<file path="src/rtl/wfs_pkg.sv">
`timescale 1ns / 1ps

package wfs_pkg;

    localparam int SAMPLE_W = 8;
    localparam int COEF_W   = 8;
    localparam int WLEN_W   = 5;
    localparam int CFG_ADDR_W = 2;
    localparam int CFG_DATA_W = 8;

    localparam logic [CFG_ADDR_W-1:0] REG_SMOOTHING_COEF = 2'd0;
    localparam logic [CFG_ADDR_W-1:0] REG_WINDOW_LENGTH  = 2'd1;

    localparam logic [COEF_W-1:0] COEF_RESET = 8'd128;
    localparam logic [WLEN_W-1:0] WLEN_RESET = 5'd8;

    localparam logic [SAMPLE_W-1:0] SMOOTHED_MAX = 8'd255;

    typedef enum logic [1:0] {
        S_IDLE,
        S_RUN,
        S_FIN
    } t_state;

    // start: clear the accumulator and seed the weight
    // step:  fold one sample in and decay the weight
    typedef struct packed {
        logic start;
        logic step;
    } t_mac_ctl;

endpackage

</file>
<file path="src/rtl/wfs_cell.sv">
`timescale 1ns / 1ps

module wfs_cell (
    input  logic                        i_clk,
    input  logic                        i_rst_n,
    input  logic                        i_shift,
    input  logic [wfs_pkg::SAMPLE_W-1:0] i_d,
    output logic [wfs_pkg::SAMPLE_W-1:0] o_q
);

    logic [wfs_pkg::SAMPLE_W-1:0] r_q;

    always_ff @(posedge i_clk) begin
        if (!i_rst_n) begin
            r_q <= '0;
        end else if (i_shift) begin
            r_q <= i_d;
        end
    end

    assign o_q = r_q;

endmodule

</file>
<file path="src/rtl/wfs_mac.sv">
`timescale 1ns / 1ps

module wfs_mac #(
    parameter int WEIGHT_FRACTION_BITS = 16,
    parameter int ACC_W                = 28
) (
    input  logic                         i_clk,
    input  wfs_pkg::t_mac_ctl            i_ctl,
    input  logic [wfs_pkg::COEF_W-1:0]   i_coef,
    input  logic [wfs_pkg::SAMPLE_W-1:0] i_sample,
    output logic [ACC_W-1:0]             o_acc
);

    localparam int F      = WEIGHT_FRACTION_BITS;
    localparam int KEEP_W = wfs_pkg::COEF_W + 1;

    logic [F-1:0]                     r_weight;
    logic [F-1:0]                     n_weight;
    logic [ACC_W-1:0]                 r_acc;
    logic [ACC_W-1:0]                 n_acc;
    logic [KEEP_W-1:0]                r_keep;
    logic [F+KEEP_W-1:0]              w_decay;
    logic [F+wfs_pkg::SAMPLE_W-1:0]   w_prod;

    assign w_prod  = i_sample * r_weight;
    assign w_decay = r_weight * r_keep;

    always_comb begin
        n_weight = r_weight;
        n_acc    = r_acc;
        if (i_ctl.start) begin
            n_weight = F'(i_coef) << (F - wfs_pkg::COEF_W);
            n_acc    = '0;
        end else if (i_ctl.step) begin
            // drop eight fraction bits of the Q1.8 keep factor
            n_weight = w_decay[F+7:8];
            n_acc    = r_acc + ACC_W'(w_prod);
        end
    end

    always_ff @(posedge i_clk) begin
        r_weight <= n_weight;
        r_acc    <= n_acc;
        if (i_ctl.start) begin
            r_keep <= KEEP_W'(9'd256) - KEEP_W'(i_coef);
        end
    end

    assign o_acc = r_acc;

endmodule

</file>
<file path="src/rtl/windowed_exponential_smoother.sv">
`timescale 1ns / 1ps
// Each accepted input word is worked through one full rotation of the sample cell
// row past the single multiply-accumulate unit, then waits in a finish state until
// the output register is free; no new word is accepted until that pass is done.
// Reset (synchronous, active low): samples zero, coefficient 128, window 8,
// output empty.

module windowed_exponential_smoother #(
    parameter int MAX_WINDOW           = 16,
    parameter int WEIGHT_FRACTION_BITS = 16
) (
    input  logic                           i_clk,
    input  logic                           i_rst_n,
    // input stream, tdata[7:0] = sample
    input  logic                           s_axis_tvalid,
    output logic                           s_axis_tready,
    input  logic [7:0]                     s_axis_tdata,
    // output stream, tdata[7:0] = smoothed
    output logic                           m_axis_tvalid,
    input  logic                           m_axis_tready,
    output logic [7:0]                     m_axis_tdata,
    // configuration write port
    input  logic                           i_cfg_wr_en,
    input  logic [wfs_pkg::CFG_ADDR_W-1:0] i_cfg_addr,
    input  logic [wfs_pkg::CFG_DATA_W-1:0] i_cfg_wdata
);

    localparam int F     = WEIGHT_FRACTION_BITS;
    localparam int CNT_W = (MAX_WINDOW > 1) ? $clog2(MAX_WINDOW) : 1;
    localparam int LEN_W = $clog2(MAX_WINDOW + 1);
    // every weight is below 2^F, so the sum stays under MAX_WINDOW * 2^(F+8)
    localparam int ACC_W = F + wfs_pkg::SAMPLE_W + LEN_W;
    localparam int HI_W  = ACC_W - F;
    localparam logic [CNT_W-1:0] CNT_LAST = CNT_W'(MAX_WINDOW - 1);

    // ---------------------------------------------------------------------
    // Configuration registers
    // ---------------------------------------------------------------------
    logic [wfs_pkg::COEF_W-1:0] r_coef;
    logic [wfs_pkg::WLEN_W-1:0] r_wlen;

    always_ff @(posedge i_clk) begin
        if (!i_rst_n) begin
            r_coef <= wfs_pkg::COEF_RESET;
            r_wlen <= wfs_pkg::WLEN_RESET;
        end else if (i_cfg_wr_en) begin
            case (i_cfg_addr)
                wfs_pkg::REG_SMOOTHING_COEF: r_coef <= i_cfg_wdata[wfs_pkg::COEF_W-1:0];
                wfs_pkg::REG_WINDOW_LENGTH:  r_wlen <= i_cfg_wdata[wfs_pkg::WLEN_W-1:0];
                default: ;  // ignore writes past the register list
            endcase
        end
    end

    // Clamp the window into 1..MAX_WINDOW; zero behaves as one sample.
    logic [LEN_W-1:0] w_len;

    always_comb begin
        if (r_wlen == '0) begin
            w_len = LEN_W'(1);
        end else if (32'(r_wlen) > 32'(MAX_WINDOW)) begin
            w_len = LEN_W'(MAX_WINDOW);
        end else begin
            w_len = LEN_W'(r_wlen);
        end
    end

    // ---------------------------------------------------------------------
    // Control
    // ---------------------------------------------------------------------
    wfs_pkg::t_state r_state;
    wfs_pkg::t_state n_state;
    logic [CNT_W-1:0] r_cnt;
    logic             w_accept;
    logic             w_run;
    logic             w_load;
    logic             r_out_valid;
    logic [7:0]       r_out_data;

    assign w_accept = s_axis_tvalid && s_axis_tready;

    always_comb begin
        n_state = r_state;
        case (r_state)
            wfs_pkg::S_IDLE: if (w_accept) n_state = wfs_pkg::S_RUN;
            wfs_pkg::S_RUN:  if (r_cnt == CNT_LAST) n_state = wfs_pkg::S_FIN;
            wfs_pkg::S_FIN:  if (!r_out_valid || m_axis_tready) n_state = wfs_pkg::S_IDLE;
            default:         n_state = wfs_pkg::S_IDLE;
        endcase
    end

    always_comb begin
        s_axis_tready = 1'b0;
        w_run         = 1'b0;
        w_load        = 1'b0;
        case (r_state)
            wfs_pkg::S_IDLE: s_axis_tready = 1'b1;
            wfs_pkg::S_RUN:  w_run = 1'b1;
            wfs_pkg::S_FIN:  w_load = !r_out_valid || m_axis_tready;
            default: ;
        endcase
    end

    always_ff @(posedge i_clk) begin
        if (!i_rst_n) begin
            r_state <= wfs_pkg::S_IDLE;
            r_cnt   <= '0;
        end else begin
            r_state <= n_state;
            // advance the step count through one full rotation of the row
            if (w_accept || (w_run && r_cnt == CNT_LAST)) begin
                r_cnt <= '0;
            end else if (w_run) begin
                r_cnt <= r_cnt + CNT_W'(1);
            end
        end
    end

    // ---------------------------------------------------------------------
    // Sample cell row: cell k holds the sample of age k while idle.
    // An accepted word pushes in at cell 0 and drops the oldest off the end.
    // While running, the row rotates toward cell 0 once per cycle (cell 0
    // wraps to the far end), so cell 0 shows age k at step k; after
    // MAX_WINDOW rotations it is back in age order.
    // ---------------------------------------------------------------------
    logic [wfs_pkg::SAMPLE_W-1:0] w_cell_q [MAX_WINDOW];
    logic                         w_shift;

    assign w_shift = w_accept || w_run;

    for (genvar g = 0; g < MAX_WINDOW; g++) begin : g_cell
        logic [wfs_pkg::SAMPLE_W-1:0] w_d;

        if (g == 0) begin : g_head
            assign w_d = w_accept ? s_axis_tdata : w_cell_q[(g + 1) % MAX_WINDOW];
        end else begin : g_body
            assign w_d = w_accept ? w_cell_q[g-1] : w_cell_q[(g + 1) % MAX_WINDOW];
        end

        wfs_cell u_cell (
            .i_clk   (i_clk),
            .i_rst_n (i_rst_n),
            .i_shift (w_shift),
            .i_d     (w_d),
            .o_q     (w_cell_q[g])
        );
    end

    // ---------------------------------------------------------------------
    // Multiply-accumulate: fold in only the first window-length ages
    // ---------------------------------------------------------------------
    wfs_pkg::t_mac_ctl w_mac_ctl;
    logic [ACC_W-1:0]  w_acc;

    assign w_mac_ctl.start = w_accept;
    assign w_mac_ctl.step  = w_run && (LEN_W'(r_cnt) < w_len);

    wfs_mac #(
        .WEIGHT_FRACTION_BITS (F),
        .ACC_W                (ACC_W)
    ) u_mac (
        .i_clk    (i_clk),
        .i_ctl    (w_mac_ctl),
        .i_coef   (r_coef),
        .i_sample (w_cell_q[0]),
        .o_acc    (w_acc)
    );

    // ---------------------------------------------------------------------
    // Result: integer part plus one, saturated; held in the output register
    // ---------------------------------------------------------------------
    logic [HI_W-1:0] w_hi;
    logic [7:0]      w_result;

    assign w_hi = w_acc[ACC_W-1:F];

    always_comb begin
        if (w_hi >= HI_W'(wfs_pkg::SMOOTHED_MAX)) begin
            w_result = wfs_pkg::SMOOTHED_MAX;
        end else begin
            w_result = w_hi[7:0] + 8'd1;
        end
    end

    always_ff @(posedge i_clk) begin
        if (!i_rst_n) begin
            r_out_valid <= 1'b0;
        end else if (w_load) begin
            r_out_valid <= 1'b1;
        end else if (m_axis_tready) begin
            r_out_valid <= 1'b0;
        end
    end

    always_ff @(posedge i_clk) begin
        if (w_load) begin
            r_out_data <= w_result;
        end
    end

    assign m_axis_tvalid = r_out_valid;
    assign m_axis_tdata  = r_out_data;

endmodule

</file>
<file path="config.mk">
export PLATFORM = sky130hd
export DESIGN_NAME = windowed_exponential_smoother
export DESIGN_NICKNAME = d
export VERILOG_FILES = /design/src/rtl/wfs_pkg.sv /design/src/rtl/wfs_cell.sv /design/src/rtl/wfs_mac.sv /design/src/rtl/windowed_exponential_smoother.sv
export SDC_FILE = /design/constraint.sdc
export NUM_CORES = 1
export LEC_CHECK = 0
export BUFFER_PORTS_ARGS = -buffer_cell sky130_fd_sc_hd__buf_2
export CAP_MARGIN = 10
export CORE_MARGIN = 5
export CORE_UTILIZATION = 45
export CTS_CLUSTER_SIZE = 16
export DETAILED_ROUTE_END_ITERATION = 6
export PLACE_DENSITY_LB_ADDON = 0.05
export REMOVE_ABC_BUFFERS = 1
export SYNTH_ARGS = -nofsm -noshare
export SYNTH_HDL_FRONTEND = slang
export SYNTH_HIERARCHICAL = 1
export SYNTH_SLANG_ARGS = --single-unit
</file>
<file path="constraint.sdc">
create_clock -name i_clk -period 9.4 [get_ports i_clk]
set_clock_uncertainty 0.15 [all_clocks]
set_input_delay 0.94 -clock i_clk [delete_from_list [all_inputs] [get_ports i_clk]]
set_output_delay 0.94 -clock i_clk [all_outputs]
set_load 0.01 [all_outputs]
</file>
[Yosys cells after proc, flatten, opt, wreduce, memory -nomap -nowiden]
Cells that the tools add are included.
Storage, ports and cells
  input bits: 23
  bits in registers: 210
Cells by class
  $mul: 2
  add/sub/neg operators: 4
  equality and inequality tests: 7
  bitwise gates (word level): 1
  mux-type cells: 29
  magnitude comparators: 3
  reductions and logical operators: 16
Operators by type and width (count)
  two-way mux 8 bit: 16
  two-way mux 16 bit: 2
  adder 29 x 24 -> 29 bit: 1
  multiplier 16 x 9 -> 24 bit: 1
  multiplier 8 x 16 -> 24 bit: 1
  greater-or-equal comparator 13 x 8 -> 1 bit (second input constant): 1
  two-way mux 5 bit: 2
  subtractor 9 x 8 -> 9 bit (first input constant): 1
  adder 8 x 1 -> 8 bit (second input constant): 1
  two-way mux 2 bit: 3
  inequality test 2 bit (second input constant): 3
  one-hot mux 2 bit (3 select lines): 1
  > comparator 5 bit (second input constant): 1
  logical NOT 5 bit: 1
  < comparator 4 x 5 -> 1 bit: 1
  two-way mux 1 bit: 5
  adder 4 x 1 -> 4 bit (second input constant): 1
  equality test 2 x 1 -> 1 bit (second input constant): 2
  equality test 4 bit (second input constant): 1
  logical NOT 2 bit: 2
  AND reduction 2 bit: 2
  nonzero test 2 bit: 2
  logical AND 1 bit: 3
  logical OR 1 bit: 3
  other kinds (5): 5

[Longest topological paths before layout]
  word-level depth: 7
  mapped depth: 21
  mapped depth without buffers: 20

[Cells and area by module]
Netlist, hierarchy kept.
Modules (own cells, without submodules)
  wfs_mac: area each 10986.8 um^2, instances 1, seq. area each 1251.2 um^2, cells an instance 1254
  wfs_cell: area each 301.5 um^2, instances 16, seq. area each 160.2 um^2, cells an instance 25
  windowed_exponential_smoother: area each 3199.3 um^2, instances 1, seq. area each 640.6 um^2, cells an instance 275

[Worst setup path after synthesis]
No wires, ideal clock.
  kind: flip-flop to flip-flop
  start point: reg g_cell[0].u_cell.r_q, in the netlist g_cell[0].u_cell/o_q[1]
  end point: reg u_mac.r_acc[26], in the netlist u_mac/o_acc[26]
  data arrival time: 5.193 ns
  path buffers: 1
  setup time: 0.123 ns
  cell stages (with the launch flop): 19
  path slack: 3.933 ns
  data required time: 9.127 ns
  path through: dfxtp_1 > clkbuf_1 > nand2_1 > fa_1 > inv_1 > fa_1 > fa_1 > inv_1 > fa_1 > inv_1 > ha_1 > a21o_1 > o41a_1 > a211o_1 > a31oi_4 > o31a_4 > o21bai_1 > a41oi_2 > mux2_1
On the way
  cells in the longest elaborated chain, start to end: 2
RTL lines
  from (decl): line wfs_cell.sv:11  | logic [wfs_pkg::SAMPLE_W-1:0] r_q;
  from (signal assigned): line wfs_cell.sv:17  | r_q <= i_d;
  multiplier 8 x 16 -> 24 bit: line wfs_mac.sv:25  | assign w_prod = i_sample * r_weight;
  adder 29 x 24 -> 29 bit: line wfs_mac.sv:37  | n_acc = r_acc + ACC_W'(w_prod);
  to (signal assigned): line wfs_mac.sv:43  | r_acc <= n_acc;
  to (decl): line wfs_mac.sv:19  | logic [ACC_W-1:0] r_acc;
Every way passes these cells.
A chain may end at the register's enable or synchronous reset.

[Worst setup path after layout]
  start point: reg g_cell[0].u_cell.r_q, in the netlist g_cell[0].u_cell/o_q[6]
  end point: reg u_mac.r_acc[26], in the netlist u_mac/o_acc[26]
The elaborated chain is that of the path after synthesis.

==> impl_metrics.env <==
export IMPL_p_per_area_nw_per_um2=211.9
export IMPL_drtAntennaViolNets=0
export IMPL_dpl_worst_slack_ns=3.441
export IMPL_io_buffers=32
export IMPL_drive_gt1_share_pct=11.44
export IMPL_grt_max_degree=111
export IMPL_hold_buffers=0
export IMPL_nFillCells=4026
export IMPL_drv_slew=0
export IMPL_crit_chain="and2_1 > fa_1 > fa_1 > fa_1 > inv_1 > fa_1 > inv_1 > ha_1 > a21o_1 > o41a_1 > a211o_1 > a31oi_4 > o31a_4 > o21bai_1 > a41oi_2 > mux2_1"
export IMPL_synthAdderAreaFrac_pct=27.56
export IMPL_rrSetupSlack_ns=3.44
export IMPL_yosysUniqueCellTypes=63
export IMPL_cts_resized=0
export IMPL_fin_crit_ns=5.963
export IMPL_drtIter0Drc=477
export IMPL_grt_setup_unrepaired="false"
export IMPL_via_per_inst=5.081
export IMPL_antenna_found_initial=0
export IMPL_cts_made_buffers=27
export IMPL_ir_worst_vdd_mv=0.1658
export IMPL_outcome="finished clean"
export IMPL_seqCellArea_um2=4454
export IMPL_ys_flop_type="dfxtp_1"
export IMPL_synth_avg_cell_area_um2=9.855
export IMPL_first_global_vias=13370
export IMPL_synth_warnings=6
export IMPL_dr_pass1_iters=5
export IMPL_end_kind="flop"
export IMPL_fmax_ghz=0.1677
export IMPL_hold_slack_ns=0.3468
export IMPL_r2r_start="g_cell[0].u_cell/o_q[6]$_SDFFE_PN0P_"
export IMPL_slowest_stage="dfxtp_1"
export IMPL_worstMarginPinSlew_ns=0.9398
export IMPL_num_rows=75
export IMPL_ys_ff_latch=210
export IMPL_startpoint="g_cell[0].u_cell/o_q[6]$_SDFFE_PN0P_"
export IMPL_path_buf_inv=2
export IMPL_synth_area_mux_share_pct=17.41
export IMPL_cp_data_required_time_ns=9.70
export IMPL_layout_nets=2239
export IMPL_area_growth_pct=7.213
export IMPL_cp_common_cell="fa_1"
export IMPL_hp_class="flop to flop"
export IMPL_cts_sinks=210
export IMPL_arrival_ns=6.26
export IMPL_cts_root_buf="clkbuf_16"
export IMPL_grt_first_pass_wirelength_um=68570
export IMPL_grtUsageTotal_pct=17.51
export IMPL_drc=0
export IMPL_start_util_pct=45.42
export IMPL_path_clk_slew_ns=0.06
export IMPL_die_height_um=215.5
export IMPL_yosys_area_share_simple_pct=16.20
export IMPL_clk_path_buf_depth=3
export IMPL_core_area_um2=41850
export IMPL_leakagePower_nw=9.620
export IMPL_final_cells=2479
export IMPL_die_area_um2=46460
export IMPL_synth_top_family_by_area="adder cells"
export IMPL_gp_congestion=0.7817
export IMPL_cp_max_fo=19
export IMPL_drv_cap=0
export IMPL_layout_setup_ws_ns=3.437
export IMPL_critPathKind="flop to flop"
export IMPL_wire_per_inst_um=16.00
export IMPL_syn_inst=1929
export IMPL_dp_cells=2429
export IMPL_syn_area_um2=19010
export IMPL_setup_viol=0
export IMPL_grt_remaining_overflow=0
export IMPL_io_pins=33
export IMPL_insertedDiodeCount=0
export IMPL_synth_edff_count=25
export IMPL_dr_total_vias=12600
export IMPL_clkLatencyLatePin_ns=0.56
export IMPL_die_w_um=215.5
export IMPL_synthArstFlopShare_pct=0
export IMPL_post_route_period_util_pct=63.44
export IMPL_synthXorXnorAreaFrac_pct=2.119
export IMPL_multiInputGateArea_um2=13010
export IMPL_drt_total_wl_um=39660
export IMPL_post_cts_setup_buffer_count=0
export IMPL_ys_seq_area_share_pct=23.43
export IMPL_min_from="u_mac/o_acc[8]$_SDFFE_PP0P_"
export IMPL_cts_htree_levels=1
export IMPL_crit_family="adder cells"
export IMPL_max_slew_margin_rel_pct=37.35
export IMPL_cts_tree="done"
export IMPL_cp_slowest_stage_delay_ns=0.79
export IMPL_worstSetupStartpointType="flop"
export IMPL_hold_viol=0
export IMPL_synth_compound_area_share_pct=5.015
export IMPL_hpwl_um=28430
placed cells by master (no fill, tap or decap), drive strengths merged, types with 4 or more instances in the layout:
master / synthesis / final
a31oi: 6 / 6
nand2: 164 / 164
o22ai: 4 / 4
fa: 203 / 203
clkbuf: 47 / 42
ha: 94 / 94
nand3b: 4 / 4
and2: 146 / 146
a21oi: 35 / 35
nor2: 61 / 61
nand3: 13 / 13
inv: 285 / 286
xnor2: 30 / 30
nor3: 13 / 13
xor2: 16 / 16
a21o: 12 / 12
nor2b: 149 / 149
mux2i: 157 / 157
o31ai: 7 / 7
edfxtp: 25 / 25
a211oi: 7 / 7
and3: 4 / 4
mux2: 129 / 129
nand2b: 11 / 11
o21ai: 35 / 35
o21a: 7 / 7
buf: 33 / 41
o41ai: 4 / 4
nand4: 4 / 4
o21bai: 6 / 6
dfxtp: 185 / 185
per-stage QoR:
stage          instance area, um^2  TNS (ns)  utilization, %  total power [mW]
2_1_floorplan                18510   -341.75               -             2.784
3_3_place_gp                 19440         0           46.44             3.266
3_5_place_dp                 19440         0           46.44             3.289
4_1_cts                      20380         0           48.70             4.414
5_1_grt                      20380         0           48.70             4.773
6_report                     20380         0           48.70             4.318
synthesized netlist by cell type (all sizes together), types with 47 or more instances:
| master | number | share of area (%) |
|---|---|---|
| inv | 285 | 5.6 |
| fa | 203 | 21 |
| dfxtp | 185 | 19 |
| nand2 | 164 | 3.2 |
| mux2i | 157 | 8.3 |
| nor2b | 149 | 4.9 |
| and2 | 146 | 4.8 |
| mux2 | 129 | 9.1 |
| ha | 94 | 6.2 |
| nor2 | 61 | 1.2 |
| clkbuf | 47 | 0.93 |
layout make-up:
type                            count  share of cell area [%]
Clock buffer                       42                   4.088
Clock inverter                      8                  0.5463
Inverter                          285                   5.249
Multi-Input combinational cell   1354                   63.82
Sequential cell                   210                   21.85
Tap cell                          539                   3.309
Timing Repair Buffer               41                   1.130
registers in the layout, summed over array words and instances (netlist names):
register           flops
r_state                2
u_mac/o_acc           29
u_mac/r_weight        16
m_axis_tdata           8
m_axis_tvalid          1
u_mac/r_keep           9
r_wlen                 5
r_coef                 8
r_cnt                  4
g_cell.u_cell/o_q    128
layer usage:
layer	part of all wire [%]	global-route usage [%]	vias up
met5	0	0	-
met4	1.7	3.371	0
met3	2.9	2.354	40
met2	49	30.34	126
met1	46	23.74	6288
li1	-	-	6143
final timing paths:
path	endpoint	cells after the start
worst max-delay path	u_mac/o_acc[26]$_SDFFE_PP0P_	16
worst max register to register	u_mac/o_acc[26]$_SDFFE_PP0P_	16
worst min register to register	u_mac/o_acc[8]$_SDFFE_PP0P_	2
worst min-delay path	u_mac/o_acc[8]$_SDFFE_PP0P_	2
logic make-up (layout without fill, tap and decap cells):
family                   Yosys count  count (layout)
adder cells (fa/ha/maj)          297             297
buffers and inverters            365             376
flip-flops                       210             210
XOR/XNOR                          46              46
AO/OA/AOI/OAI                    142             142
AND/OR/NAND/NOR                  583             583
multiplexers                     286             286
power by group:
| part | leakage [nW] | total [mW] | switching (mW) | internal [mW] |
|---|---|---|---|---|
| registers | 1.74 | 1.13 | 0.166 | 0.968 |
| clock network | 0.454 | 1.08 | 0.412 | 0.665 |
| logic | 7.43 | 2.11 | 1.20 | 0.903 |
tightest hold or removal path, stage by stage, from the launching register on:
cell and delay [ns]:
dfxtp_1 0.32, mux2i_1 0.07, nor2_1 0.07
No activity file was read; power rests on OpenSTA's default activity.
